===== config.mk =====
export PLATFORM = sky130hd
export DESIGN_NAME = integral_preserving_expander
export DESIGN_NICKNAME = d
export VERILOG_FILES = /design/src/design/ipe_pkg.sv /design/src/design/ipe_div.sv /design/src/design/ipe_datapath.sv /design/src/design/ipe_ctrl.sv /design/src/design/integral_preserving_expander.sv
export SDC_FILE = /design/constraint.sdc
export NUM_CORES = 1
export LEC_CHECK = 0
export ABC_AREA = 1
export BUFFER_PORTS_ARGS = -buffer_cell sky130_fd_sc_hd__buf_4
export CORE_ASPECT_RATIO = 1.2
export CORE_MARGIN = 1
export CORE_UTILIZATION = 45
export DETAILED_ROUTE_END_ITERATION = 10
export PLACE_DENSITY = 0.62
export SLEW_MARGIN = 20
export SYNTH_ARGS = -nofsm -noshare
export SYNTH_HDL_FRONTEND = slang
export SYNTH_SLANG_ARGS = --single-unit

===== constraint.sdc =====
create_clock -name clk -period 7.35 [get_ports clk]
set_clock_uncertainty 0.2 [all_clocks]
set_input_delay 0.735 -clock clk [delete_from_list [all_inputs] [get_ports clk]]
set_output_delay 0.735 -clock clk [all_outputs]
set_load 0.05 [all_outputs]

===== src/design/ipe_pkg.sv =====
`timescale 1ns / 1ps
package ipe_pkg;

  localparam int SAMPLE_W     = 16;
  localparam int COUNT_W      = 13;
  localparam int PHASE_W      = COUNT_W + 1;
  localparam int PROD_W       = SAMPLE_W + COUNT_W;
  localparam int DIV_CNT_W    = $clog2(SAMPLE_W);
  localparam int RESULT_CNT_W = 7;

  localparam logic [COUNT_W-1:0]      MAX_BINS    = 13'd4096;
  localparam logic [SAMPLE_W-1:0]     SAMPLE_MAX  = 16'hFFFF;
  localparam logic [RESULT_CNT_W-1:0] MAX_RESULTS = 7'd64;

  // Configuration register indexes
  localparam logic REG_IN_COUNT  = 1'b0;
  localparam logic REG_OUT_COUNT = 1'b1;

  // Commands from the controller to the datapath
  typedef struct packed {
    logic take;           // latch a new sample word
    logic div_start;      // start the scaled divider
    logic div_part;       // divider multiplies by phase instead of in_count
    logic share_load;     // store the quotient as the equal share
    logic straddle_emit;  // close the bin that straddles two input bins
    logic step;           // one step of the phase loop
    logic tail_step;      // one repeated share at the end of a frame
    logic finish;         // flush the held word as the last one of the sample
  } ipe_cmd_t;

  // Status from the datapath to the controller
  typedef struct packed {
    logic div_done;
    logic straddle;
    logic final_in;
    logic loop_end;
    logic tail_over;
    logic out_free;
    logic pend_valid;
  } ipe_stat_t;

  // Clamp a bin count into 1..MAX_BINS
  function automatic logic [COUNT_W-1:0] clamp_count(input logic [COUNT_W-1:0] v);
    logic [COUNT_W-1:0] r;
    r = v;
    if (v == '0) r = COUNT_W'(1);
    else if (v > MAX_BINS) r = MAX_BINS;
    return r;
  endfunction

endpackage


===== src/design/ipe_div.sv =====
`timescale 1ns / 1ps
module ipe_div (
  input  logic                         clk,
  input  logic                         rst,
  input  logic                         start,
  input  logic [ipe_pkg::SAMPLE_W-1:0] dividend_a,
  input  logic [ipe_pkg::COUNT_W-1:0]  mult_b,
  input  logic [ipe_pkg::COUNT_W-1:0]  divisor,
  output logic [ipe_pkg::SAMPLE_W-1:0] quotient,
  output logic                         done
);
  import ipe_pkg::*;

  typedef enum logic [1:0] {D_IDLE, D_LOAD, D_RUN, D_DONE} div_state_t;

  div_state_t           state;
  logic [PROD_W-1:0]    prod;
  logic [COUNT_W-1:0]   divisor_r;
  logic [COUNT_W-1:0]   rem;
  logic [SAMPLE_W-1:0]  q;
  logic                 sat;
  logic [DIV_CNT_W-1:0] cnt;

  logic [COUNT_W:0]     rem_shift;
  logic [COUNT_W:0]     rem_sub;
  logic                 fits;

  // One restoring step: shift in the next dividend bit, subtract if it fits
  assign rem_shift = {rem, q[SAMPLE_W-1]};
  assign rem_sub   = rem_shift - {1'b0, divisor_r};
  assign fits      = rem_shift >= {1'b0, divisor_r};

  assign done     = (state == D_DONE);
  assign quotient = sat ? SAMPLE_MAX : q;

  // Multiply, load the high half, then one quotient bit per cycle
  always_ff @(posedge clk) begin
    if (rst) begin
      state <= D_IDLE;
    end else begin
      case (state)
        D_IDLE: begin
          if (start) begin
            prod      <= PROD_W'(dividend_a) * PROD_W'(mult_b);
            divisor_r <= divisor;
            state     <= D_LOAD;
          end
        end
        D_LOAD: begin
          rem   <= prod[PROD_W-1:SAMPLE_W];
          q     <= prod[SAMPLE_W-1:0];
          sat   <= prod[PROD_W-1:SAMPLE_W] >= divisor_r;
          cnt   <= '0;
          state <= D_RUN;
        end
        D_RUN: begin
          rem <= fits ? rem_sub[COUNT_W-1:0] : rem_shift[COUNT_W-1:0];
          q   <= {q[SAMPLE_W-2:0], fits};
          cnt <= cnt + 1'b1;
          if (cnt == DIV_CNT_W'(SAMPLE_W - 1)) state <= D_DONE;
        end
        D_DONE: begin
          state <= D_IDLE;
        end
        default: begin
          state <= D_IDLE;
        end
      endcase
    end
  end

endmodule


===== src/design/ipe_datapath.sv =====
`timescale 1ns / 1ps
module ipe_datapath (
  input  logic                         clk,
  input  logic                         rst,
  input  logic                         cfg_write,
  input  logic                         cfg_index,
  input  logic [ipe_pkg::COUNT_W-1:0]  cfg_data,
  input  logic [ipe_pkg::SAMPLE_W-1:0] sample_value,
  input  ipe_pkg::ipe_cmd_t            cmd,
  output ipe_pkg::ipe_stat_t           stat,
  output logic [ipe_pkg::SAMPLE_W-1:0] bin_value,
  output logic                         run_last,
  output logic                         frame_done,
  output logic                         bin_valid,
  input  logic                         bin_ready
);
  import ipe_pkg::*;

  // Configuration
  logic [COUNT_W-1:0] in_count;
  logic [COUNT_W-1:0] out_count;
  logic [COUNT_W-1:0] ic;
  logic [COUNT_W-1:0] oc_clamped;
  logic [COUNT_W-1:0] oc;

  // Frame state
  logic [SAMPLE_W-1:0]       sample_hold;
  logic [SAMPLE_W-1:0]       share_size;
  logic [SAMPLE_W-1:0]       remaining_count;
  logic [SAMPLE_W-1:0]       old_rest;
  logic signed [PHASE_W-1:0] phase_accumulator;
  logic [COUNT_W-1:0]        outputs_emitted;
  logic [COUNT_W-1:0]        inputs_taken;
  logic                      straddle_pending;
  logic [RESULT_CNT_W-1:0]   result_cnt;
  logic [SAMPLE_W-1:0]       pend_value;
  logic                      pend_valid;

  // Arithmetic
  logic [SAMPLE_W-1:0]       quotient;
  logic                      div_done;
  logic [COUNT_W-1:0]        div_b;
  logic signed [PHASE_W-1:0] phase_step;
  logic signed [PHASE_W-1:0] phase_wrap;
  logic signed [PHASE_W-1:0] phase_back;
  logic [SAMPLE_W:0]         sum_wide;
  logic [SAMPLE_W-1:0]       straddle_sum;
  logic [SAMPLE_W-1:0]       part_rest;
  logic [SAMPLE_W-1:0]       share_rest;
  logic                      final_in;
  logic                      room;
  logic                      emit_req;
  logic [SAMPLE_W-1:0]       emit_val;
  logic                      push_word;

  assign ic         = clamp_count(in_count);
  assign oc_clamped = clamp_count(out_count);
  assign oc         = (ic > oc_clamped) ? ic : oc_clamped;

  // Share uses in_count, the straddle part uses the positive phase
  assign div_b = cmd.div_part ? phase_accumulator[COUNT_W-1:0] : ic;

  ipe_div u_div (
    .clk        (clk),
    .rst        (rst),
    .start      (cmd.div_start),
    .dividend_a (sample_hold),
    .mult_b     (div_b),
    .divisor    (oc),
    .quotient   (quotient),
    .done       (div_done)
  );

  assign phase_step = phase_accumulator + $signed({1'b0, ic});
  assign phase_wrap = phase_step - $signed({1'b0, oc});
  assign phase_back = phase_accumulator - $signed({1'b0, oc});

  // Saturate the straddle sum, floor the rests at zero
  assign sum_wide     = {1'b0, old_rest} + {1'b0, quotient};
  assign straddle_sum = sum_wide[SAMPLE_W] ? SAMPLE_MAX : sum_wide[SAMPLE_W-1:0];
  assign part_rest    = (sample_hold > quotient) ? sample_hold - quotient : '0;
  assign share_rest   = (remaining_count > share_size) ? remaining_count - share_size : '0;

  assign final_in = inputs_taken >= ic;
  assign room     = result_cnt < MAX_RESULTS;

  // Pick the value of the bin produced this cycle
  always_comb begin
    emit_req = 1'b0;
    emit_val = share_size;
    if (cmd.straddle_emit) begin
      emit_req = 1'b1;
      emit_val = straddle_sum;
    end else if (cmd.step) begin
      if (phase_step[PHASE_W-1]) begin
        emit_req = 1'b1;
      end else if (phase_step == '0) begin
        emit_req = 1'b1;
        emit_val = remaining_count;
      end
    end else if (cmd.tail_step) begin
      emit_req = 1'b1;
    end
  end

  // Move the held word out when a newer one replaces it or the sample ends
  assign push_word = pend_valid && ((emit_req && room) || cmd.finish);

  assign stat.div_done   = div_done;
  assign stat.straddle   = straddle_pending;
  assign stat.final_in   = final_in;
  assign stat.loop_end   = !phase_step[PHASE_W-1];
  assign stat.tail_over  = (outputs_emitted >= oc) || !room;
  assign stat.out_free   = !bin_valid || bin_ready;
  assign stat.pend_valid = pend_valid;

  always_ff @(posedge clk) begin
    if (rst) begin
      in_count         <= MAX_BINS;
      out_count        <= MAX_BINS;
      inputs_taken     <= '0;
      straddle_pending <= 1'b0;
      result_cnt       <= '0;
      pend_valid       <= 1'b0;
      bin_valid        <= 1'b0;
    end else begin
      // Register write ends the frame in progress
      if (cfg_write) begin
        if (cfg_index == REG_IN_COUNT) begin
          in_count <= cfg_data;
        end else if (cfg_index == REG_OUT_COUNT) begin
          out_count <= cfg_data;
        end
        inputs_taken     <= '0;
        straddle_pending <= 1'b0;
      end

      // Latch a new sample, start a frame on the first one
      if (cmd.take) begin
        sample_hold     <= sample_value;
        old_rest        <= remaining_count;
        remaining_count <= sample_value;
        inputs_taken    <= inputs_taken + 1'b1;
        result_cnt      <= '0;
        if (inputs_taken == '0) begin
          phase_accumulator <= -$signed({1'b0, oc});
          outputs_emitted   <= '0;
          straddle_pending  <= 1'b0;
        end
      end

      if (cmd.share_load) begin
        share_size <= quotient;
      end

      // Close the straddling bin
      if (cmd.straddle_emit) begin
        remaining_count   <= part_rest;
        phase_accumulator <= phase_back;
        straddle_pending  <= 1'b0;
      end

      // Advance the phase by one output bin
      if (cmd.step) begin
        if (phase_step[PHASE_W-1]) begin
          remaining_count   <= share_rest;
          phase_accumulator <= phase_step;
        end else if (phase_step == '0) begin
          phase_accumulator <= phase_wrap;
        end else begin
          phase_accumulator <= phase_step;
          straddle_pending  <= 1'b1;
        end
      end

      // Count every bin, hold only those under the result cap
      if (emit_req) begin
        outputs_emitted <= outputs_emitted + 1'b1;
        if (room) begin
          pend_value <= emit_val;
          pend_valid <= 1'b1;
          result_cnt <= result_cnt + 1'b1;
        end
      end

      if (cmd.finish) begin
        pend_valid <= 1'b0;
        if (final_in) begin
          inputs_taken     <= '0;
          straddle_pending <= 1'b0;
        end
      end

      // Output register
      if (push_word) begin
        bin_valid  <= 1'b1;
        bin_value  <= pend_value;
        run_last   <= cmd.finish;
        frame_done <= cmd.finish && final_in;
      end else if (bin_ready) begin
        bin_valid <= 1'b0;
      end
    end
  end

  a_result_cap: assert property (@(posedge clk) disable iff (rst)
    result_cnt <= MAX_RESULTS)
    else $error("more words held for one sample than the cap allows");

  a_straddle_phase: assert property (@(posedge clk) disable iff (rst)
    straddle_pending |-> (!phase_accumulator[PHASE_W-1] && phase_accumulator != '0))
    else $error("straddle pending without a positive phase");

  a_inputs_bound: assert property (@(posedge clk) disable iff (rst)
    inputs_taken <= ic)
    else $error("sample count ran past in_count");

endmodule


===== src/design/ipe_ctrl.sv =====
`timescale 1ns / 1ps
module ipe_ctrl (
  input  logic               clk,
  input  logic               rst,
  input  logic               sample_valid,
  output logic               sample_ready,
  input  ipe_pkg::ipe_stat_t stat,
  output ipe_pkg::ipe_cmd_t  cmd
);
  import ipe_pkg::*;

  typedef enum logic [3:0] {
    S_IDLE,
    S_SHARE_GO,
    S_SHARE_WAIT,
    S_PART_GO,
    S_PART_WAIT,
    S_STRADDLE,
    S_LOOP,
    S_TAIL,
    S_FINISH
  } state_t;

  state_t state;
  state_t state_next;

  // Sequence one sample: share division, optional straddle, bins, flush
  always_comb begin
    cmd          = '0;
    state_next   = state;
    sample_ready = 1'b0;
    case (state)
      S_IDLE: begin
        sample_ready = 1'b1;
        if (sample_valid) begin
          cmd.take   = 1'b1;
          state_next = S_SHARE_GO;
        end
      end
      S_SHARE_GO: begin
        cmd.div_start = 1'b1;
        state_next    = S_SHARE_WAIT;
      end
      S_SHARE_WAIT: begin
        if (stat.div_done) begin
          cmd.share_load = 1'b1;
          if (stat.straddle) state_next = S_PART_GO;
          else if (stat.final_in) state_next = S_TAIL;
          else state_next = S_LOOP;
        end
      end
      S_PART_GO: begin
        cmd.div_start = 1'b1;
        cmd.div_part  = 1'b1;
        state_next    = S_PART_WAIT;
      end
      S_PART_WAIT: begin
        if (stat.div_done) state_next = S_STRADDLE;
      end
      S_STRADDLE: begin
        if (stat.out_free) begin
          cmd.straddle_emit = 1'b1;
          state_next        = stat.final_in ? S_TAIL : S_LOOP;
        end
      end
      S_LOOP: begin
        if (stat.out_free) begin
          cmd.step = 1'b1;
          if (stat.loop_end) state_next = S_FINISH;
        end
      end
      S_TAIL: begin
        if (stat.tail_over) state_next = S_FINISH;
        else if (stat.out_free) cmd.tail_step = 1'b1;
      end
      S_FINISH: begin
        if (!stat.pend_valid || stat.out_free) begin
          cmd.finish = 1'b1;
          state_next = S_IDLE;
        end
      end
      default: begin
        state_next = S_IDLE;
      end
    endcase
  end

  always_ff @(posedge clk) begin
    if (rst) begin
      state <= S_IDLE;
    end else begin
      state <= state_next;
    end
  end

  a_idle_empty: assert property (@(posedge clk) disable iff (rst)
    sample_ready |-> !stat.pend_valid)
    else $error("word left held while waiting for a new sample");

  a_div_expected: assert property (@(posedge clk) disable iff (rst)
    stat.div_done |-> (state == S_SHARE_WAIT || state == S_PART_WAIT))
    else $error("divider finished while the controller was not waiting");

endmodule


===== src/design/integral_preserving_expander.sv =====
`timescale 1ns / 1ps
// Histogram rebinning with the total count kept: a frame of in_count sample
// words is spread over out_count bin words (out_count >= in_count).
// Sample channel: sample_value with sample_valid / sample_ready, one count per word.
// Bin channel: bin_value, run_last, frame_done with bin_valid / bin_ready.
// run_last marks the last bin word caused by a sample, frame_done the last one
// of the frame. At most 64 bin words follow one sample; extra bins are dropped.
// Config: cfg_write, cfg_index (0 in_count, 1 out_count), cfg_data; a write
// ends the frame in progress. Both counts reset to 4096.
// Timing: one sample at a time. Each sample is accepted, then divided for its
// share (one multiply, one load, 16 quotient bits in the shared serial
// divider), divided again when a bin straddles two samples, then gives one bin
// per cycle while the output register is free, plus one flush step.
// The bin output register lets the block keep working while a word waits;
// when the receiver stalls, bin production stops until the register drains.
// Reset (rst, synchronous) empties the output and starts a fresh frame.
module integral_preserving_expander (
  input  logic                         clk,
  input  logic                         rst,
  input  logic                         cfg_write,
  input  logic                         cfg_index,
  input  logic [ipe_pkg::COUNT_W-1:0]  cfg_data,
  input  logic [ipe_pkg::SAMPLE_W-1:0] sample_value,
  input  logic                         sample_valid,
  output logic                         sample_ready,
  output logic [ipe_pkg::SAMPLE_W-1:0] bin_value,
  output logic                         run_last,
  output logic                         frame_done,
  output logic                         bin_valid,
  input  logic                         bin_ready
);
  import ipe_pkg::*;

  ipe_cmd_t  cmd;
  ipe_stat_t stat;

  ipe_ctrl u_ctrl (
    .clk          (clk),
    .rst          (rst),
    .sample_valid (sample_valid),
    .sample_ready (sample_ready),
    .stat         (stat),
    .cmd          (cmd)
  );

  ipe_datapath u_datapath (
    .clk          (clk),
    .rst          (rst),
    .cfg_write    (cfg_write),
    .cfg_index    (cfg_index),
    .cfg_data     (cfg_data),
    .sample_value (sample_value),
    .cmd          (cmd),
    .stat         (stat),
    .bin_value    (bin_value),
    .run_last     (run_last),
    .frame_done   (frame_done),
    .bin_valid    (bin_valid),
    .bin_ready    (bin_ready)
  );

endmodule

# Word-level counts from Yosys, hierarchy flattened
# Cells that the tools add are included.
# W data, S select, Z words.
[totals] register_bits=256 input_bits=35 output_inout_bits=20 elab_cells=192
[classes] add_sub_neg=12 mul=1 order_cmp=10 eq_ne=22 mux=82 bitwise=2 reduce_logical=38
[op_table] cell="$mux W16" count=12
[op_table] cell="$mux W13" count=14
[op_table] cell="$mux W14" count=6
[op_table] cell="$ge A13 B13 Y1" count=3
[op_table] cell="$logic_not A13 Y1" count=3
[op_table] cell="$pmux W4 S9" count=1
[op_table] cell="$gt A16 B16 Y1" count=2
[op_table] cell="$mux W4" count=8
[op_table] cell="$pmux W16 S2" count=1
[op_table] cell="$sub A16 B16 Y16" count=2
[op_table] cell="$mux W1" count=31
[op_table] cell="$mul A16 B13 Y29" count=1
[op_table] cell="$sub A14 B14 Y14" count=2
[op_table] cell="$add A13 B1 Y13 const B" count=2
[op_table] cell="$gt A13 B13 Y1 const B" count=2
[op_table] cell="$pmux W13 S2" count=1
[op_table] cell="$mux W7" count=3
[op_table] cell="$reduce_and A2 Y1" count=9
[op_table] cell="$add A16 B16 Y17" count=1
[op_table] cell="$eq A4 B3 Y1 const B" count=4
[op_table] cell="$add A14 B14 Y14" count=1
[op_table] cell="$ge A14 B13 Y1" count=1
[op_table] cell="$logic_not A14 Y1" count=1
[op_table] cell="$neg A13 Y14" count=1
[op_table] cell="other kinds (27)" count=55

# Logic depth before layout (Yosys ltp)
[depth] word_depth=16 ltp_mapped=34 ltp_nobuf=34

# Hierarchy
# A second synthesis with hierarchy kept.
[unflattened] hier_cells=3401 hier_area_um2=25618.3
[modules_own_cells] mod="ipe_datapath" n_inst=1 cells_each=1820 area_per_inst_um2=13554.2
[modules_own_cells] mod="ipe_div" n_inst=1 cells_each=1500 area_per_inst_um2=11606.1
[modules_own_cells] mod="ipe_ctrl" n_inst=1 cells_each=81 area_per_inst_um2=457.9

# Worst setup path before layout
# No wires, ideal clock.
[synth_path] path_type="register to register" startpoint="register u_ctrl.state[3]" endpoint="register u_datapath.u_div.prod[22] (data pin)" setup_ns=0.269 arrival_ns=5.814 t_required_ns=6.881 setup_slack_ns=1.067 stages_incl_launch_ff=26 period_less_slack_ns=6.283 path_cell_list="dfxtp_1 -> nor2_1 -> inv_1 -> nor2_2 -> inv_1 -> o21ai_1 -> clkbuf_1 -> nand2_1 -> fa_1 -> fa_1 -> fa_1 -> inv_1 -> fa_1 -> inv_1 -> fa_1 -> inv_1 -> ha_1 -> a21oi_1 -> nand2_1 -> a21oi_1 -> inv_1 -> a21oi_1 -> inv_1 -> a21oi_1 -> o31ai_1 -> xor2_1"
[synth_via] elab_chain_len=4
[synth_lines] element="start, declared" line_no="ipe_ctrl.sv:24" rtl="state_t state;"
[synth_lines] element="start signal, assigned" line_no="ipe_ctrl.sv:92" rtl="state <= state_next;"
[synth_lines] element="$eq A4 B2 Y1" line_no="ipe_ctrl.sv:32" rtl="case (state)"
[synth_lines] element="$mux W1" line_no="ipe_ctrl.sv:32"
[synth_lines] element="$mux W13" line_no="ipe_datapath.sv:61" rtl="assign div_b = cmd.div_part ? phase_accumulator[COUNT_W-1:0] : ic;"
[synth_lines] element="$mul A16 B13 Y29" line_no="ipe_div.sv:44" rtl="prod <= PROD_W'(dividend_a) * PROD_W'(mult_b);"
[synth_lines] element="end signal, assigned" line_no="ipe_div.sv:44"
[synth_lines] element="end, declared" line_no="ipe_div.sv:17" rtl="logic [PROD_W-1:0] prod;"
# Every way passes these cells.
# A chain may end at the register's enable or synchronous reset.

# Worst setup path in the final report
[layout_path] startpoint="register u_ctrl.state[3]" endpoint="register u_datapath.u_div.prod[19] (data pin)"
# Same word-level chain as after synthesis.

==> run metrics <==
outcome finished, final reports clean; Max transition margin 0.329; relative area change from synthesis to final layout 10.1%; share of synthesized registers carrying an async set or reset 0; total clock buffers created by CTS 31; actual slew at the worst max-slew pin between 1 and 1.5 ns; min cycle time layout slightly below 7 ns; number of antenna violations at the first check in global routing 0; final count of negative-setup-slack endpoints 0; maximum number of pins on one net before global-route repair between 40 and 50; core utilization of the finished layout 0.502; Post-Place Cell Area approximately 25000 um^2; First DRT Iteration DRCs roughly 1.7k; clock-pin slew on the worst setup and hold paths 0.06 ns; filler-free cell count of the finished design approximately 3.8k; CTS H-tree depth 1; average cell area after synthesis between 7 and 8 um^2; routed len/inst ~19 um; period utilization 0.937; Post-DP HPWL roughly 57 mm; Die Ht ~260 um; post-synthesis instance area ~24000 um^2; sum of negative setup slack 0 ns; count of hold buffers inserted by post-cts repair 0; post-detailed-routing wire length approximately 72 mm; path type of the worst setup path reg -> reg; PwrDens roughly 320 nW/um^2; critical path endpoint category register; cell family contributing the most delay on the critical path adder cells; reg2reg start u_ctrl.state[3]; required time of the critical path approximately 7.5 ns; ratio of cells with drive above 1 in the final layout 0.0657; RSZ-0062 raised after global routing no; Final Net Count ~3.5k; area of all placed cells without fillers approximately 26000 um^2; via-per-instance ratio approximately 5.5; Final Hold Viols 0; TritonRoute pass-1 iters 6; Boundary Pins 55; number of cells produced by synthesis 3014; Overall Global Routing Usage 0.270; number of remaining DRC errors 0; clock network latency to the later pin of the worst-skew pair about 0.61 ns; largest stage delay on the critical path approximately 0.58 ns; CTS tree done; count of flip-flops with a built-in enable after synthesis around 200; worst hold-check path type in -> reg; global-route wire length before repair 114 mm; buffers and inverters on the worst path 8; Max Fclk roughly 150 MHz; number of rows created at floorplan roughly 90; beginning of the worst hold path sample_value[9]; Horiz. Die Dim approximately 210 um; maximum vdd ir drop 0.000209 V; count of synthesis-stage warnings from yosys 0; Leakage between 10 and 15 nW; initial core utilization 0.456; most frequently used flop master after synthesis edfxtp_1; max-slew violations 0; number of diodes 0; remaining global-route overflow 0; net count after synthesis ~3.4k; vias in the first global route 21.0k; most frequent cell on the critical path inv_1; routability congestion estimate from global placement ~1.0; beginning of the critical path u_ctrl.state[3]; IO buf count 54; die area between 50000 and 60000 um^2; buffer depth of the longest clock path 3; Max Cap Viol 0; floorplan core area ~53000 um^2; #FFs+latches synth 256; startpoint class of the critical path register; remaining number of nets flagged by the antenna check after routing 0; highest net fanout along the worst path 10; slowest cell on the critical path fa_1; signal arrival time at the worst endpoint ~7 ns; DR vias ~21k; number of cells after detailed placement between 3k and 4k; root cell of the clock tree clkbuf_16; sequential fraction of the synthesis area 0.297; CTS Sinks about 260; post-synth cell types between 50 and 60
-- sequential cells by signal (all words and copies together) (netlist names), 14 cells and up --
name / flops
u_datapath.bin_value: 16
u_datapath.old_rest: 16
u_datapath.pend_value: 16
u_datapath.phase_accumulator: 14
u_datapath.remaining_count: 16
u_datapath.sample_hold: 16
u_datapath.share_size: 16
u_datapath.u_div.prod: 29
u_datapath.u_div.q: 16
-- through the flow --
step	setup slack [ns]	power [mW]	hold slack, ns
floorplan	1.07	5.59	0.200
global placement	0.452	6.80	0.201
detailed placement	0.228	6.90	0.211
CTS	0.244	8.51	0.0999
global route	0.0144	9.22	0.108
finish	0.460	8.52	0.131
-- worst register-to-register path, delay by kind of cell (launching register included) --
family	cells	cell delay, ns
AOI/OAI and AO/OA	5	1.18
xor gates and xnor gates	1	0.15
adders and majority gates	6	3.02
buffers and inverters	8	0.96
DFF	1	0.35
and+or+nand+nor	6	0.78
-- repair_timing --
item	CTS	global route
resized for setup	0	11
setup endpoints to repair	0	12
setup buffers	0	0
-- where the power goes --
part | total [mW] | internal (mW) | switching [mW] | leakage (nW)
clock | 1.55 | 0.884 | 0.670 | 0.496
combinational | 4.73 | 1.66 | 3.08 | 9.79
sequential | 2.23 | 1.98 | 0.250 | 2.29
-- area by class of cell --
class                   count  area [um^2]
repair buffers             94          706
multi-input cells        2178        14800
flip-flops and latches    256         7140
inverters                 520         1960
well taps                 705          882
clock buffers              33          783
fillers                  5144        26200
clock inverters            24          230
-- placed cells by master, fill, tap and decap left out, drive strengths merged, types with 12 or more instances in the layout --
cell type / instances
xor2: 64
edfxtp: 201
o21bai: 12
buf: 94
nor3: 32
fa: 161
or2: 14
nor2: 299
inv: 517
a21o: 12
o21ai: 170
a21oi: 184
nand3: 127
dfxtp: 55
xnor2: 35
o211ai: 29
nand2: 702
nand4: 26
clkbuf: 33
clkinv: 18
ha: 236
-- path summary, 6_finish.rpt --
check                         endpoint  slack [ns]  cells past startpoint
max reg2reg  u_datapath.u_div.prod[19]        0.46                     26
max          u_datapath.u_div.prod[19]        0.46                     26
min          u_datapath.sample_hold[9]        0.13                      1
min reg2reg    u_datapath.bin_value[5]        0.22                      0
-- cells by family (layout without fill, tap and decap cells) --
group / count (synthesis) / count (layout) / share of synthesized area
flops: 256 / 256 / 0.297
fa+ha+maj: 397 / 397 / 0.257
compound gates: 461 / 461 / 0.108
buf+inv: 580 / 671 / 0.0919
xor+xnor: 99 / 99 / 0.0363
simple gates: 1221 / 1221 / 0.211
-- cells in the mapped netlist (6+ instances only) --
master	count	area (um^2)
a211oi_1	10	75.1
a21o_1	12	90.1
a21oi_1	183	916
a31oi_1	11	68.8
buf_1	8	30.0
buf_2	7	35.0
clkbuf_1	40	150
clkinv_1	9	33.8
dfxtp_1	55	1100
edfxtp_1	201	6040
fa_1	161	3220
ha_1	236	2950
inv_1	508	1910
nand2_1	697	2620
nand3_1	125	626
nand4_1	24	150
nor2_1	289	1080
nor2_2	7	43.8
nor3_1	29	145
nor4_1	10	62.6
o211ai_1	29	218
o21ai_0	150	751
o21ai_1	14	70.1
o21ai_2	6	52.6
o21bai_1	12	90.1
o22ai_1	8	50.1
or2_2	12	75.1
xnor2_1	35	307
xor2_1	63	552
-- metal layers --
layer | global-route usage | share of wire | wire length [um]
met4 | 0.137 | 0.055 | 3970
met1 | 0.332 | 0.40 | 28800
met5 | 0 | 0 | 0
met3 | 0.0322 | 0.060 | 4300
met2 | 0.463 | 0.49 | 35200
Power figures use the tool's default switching activity.
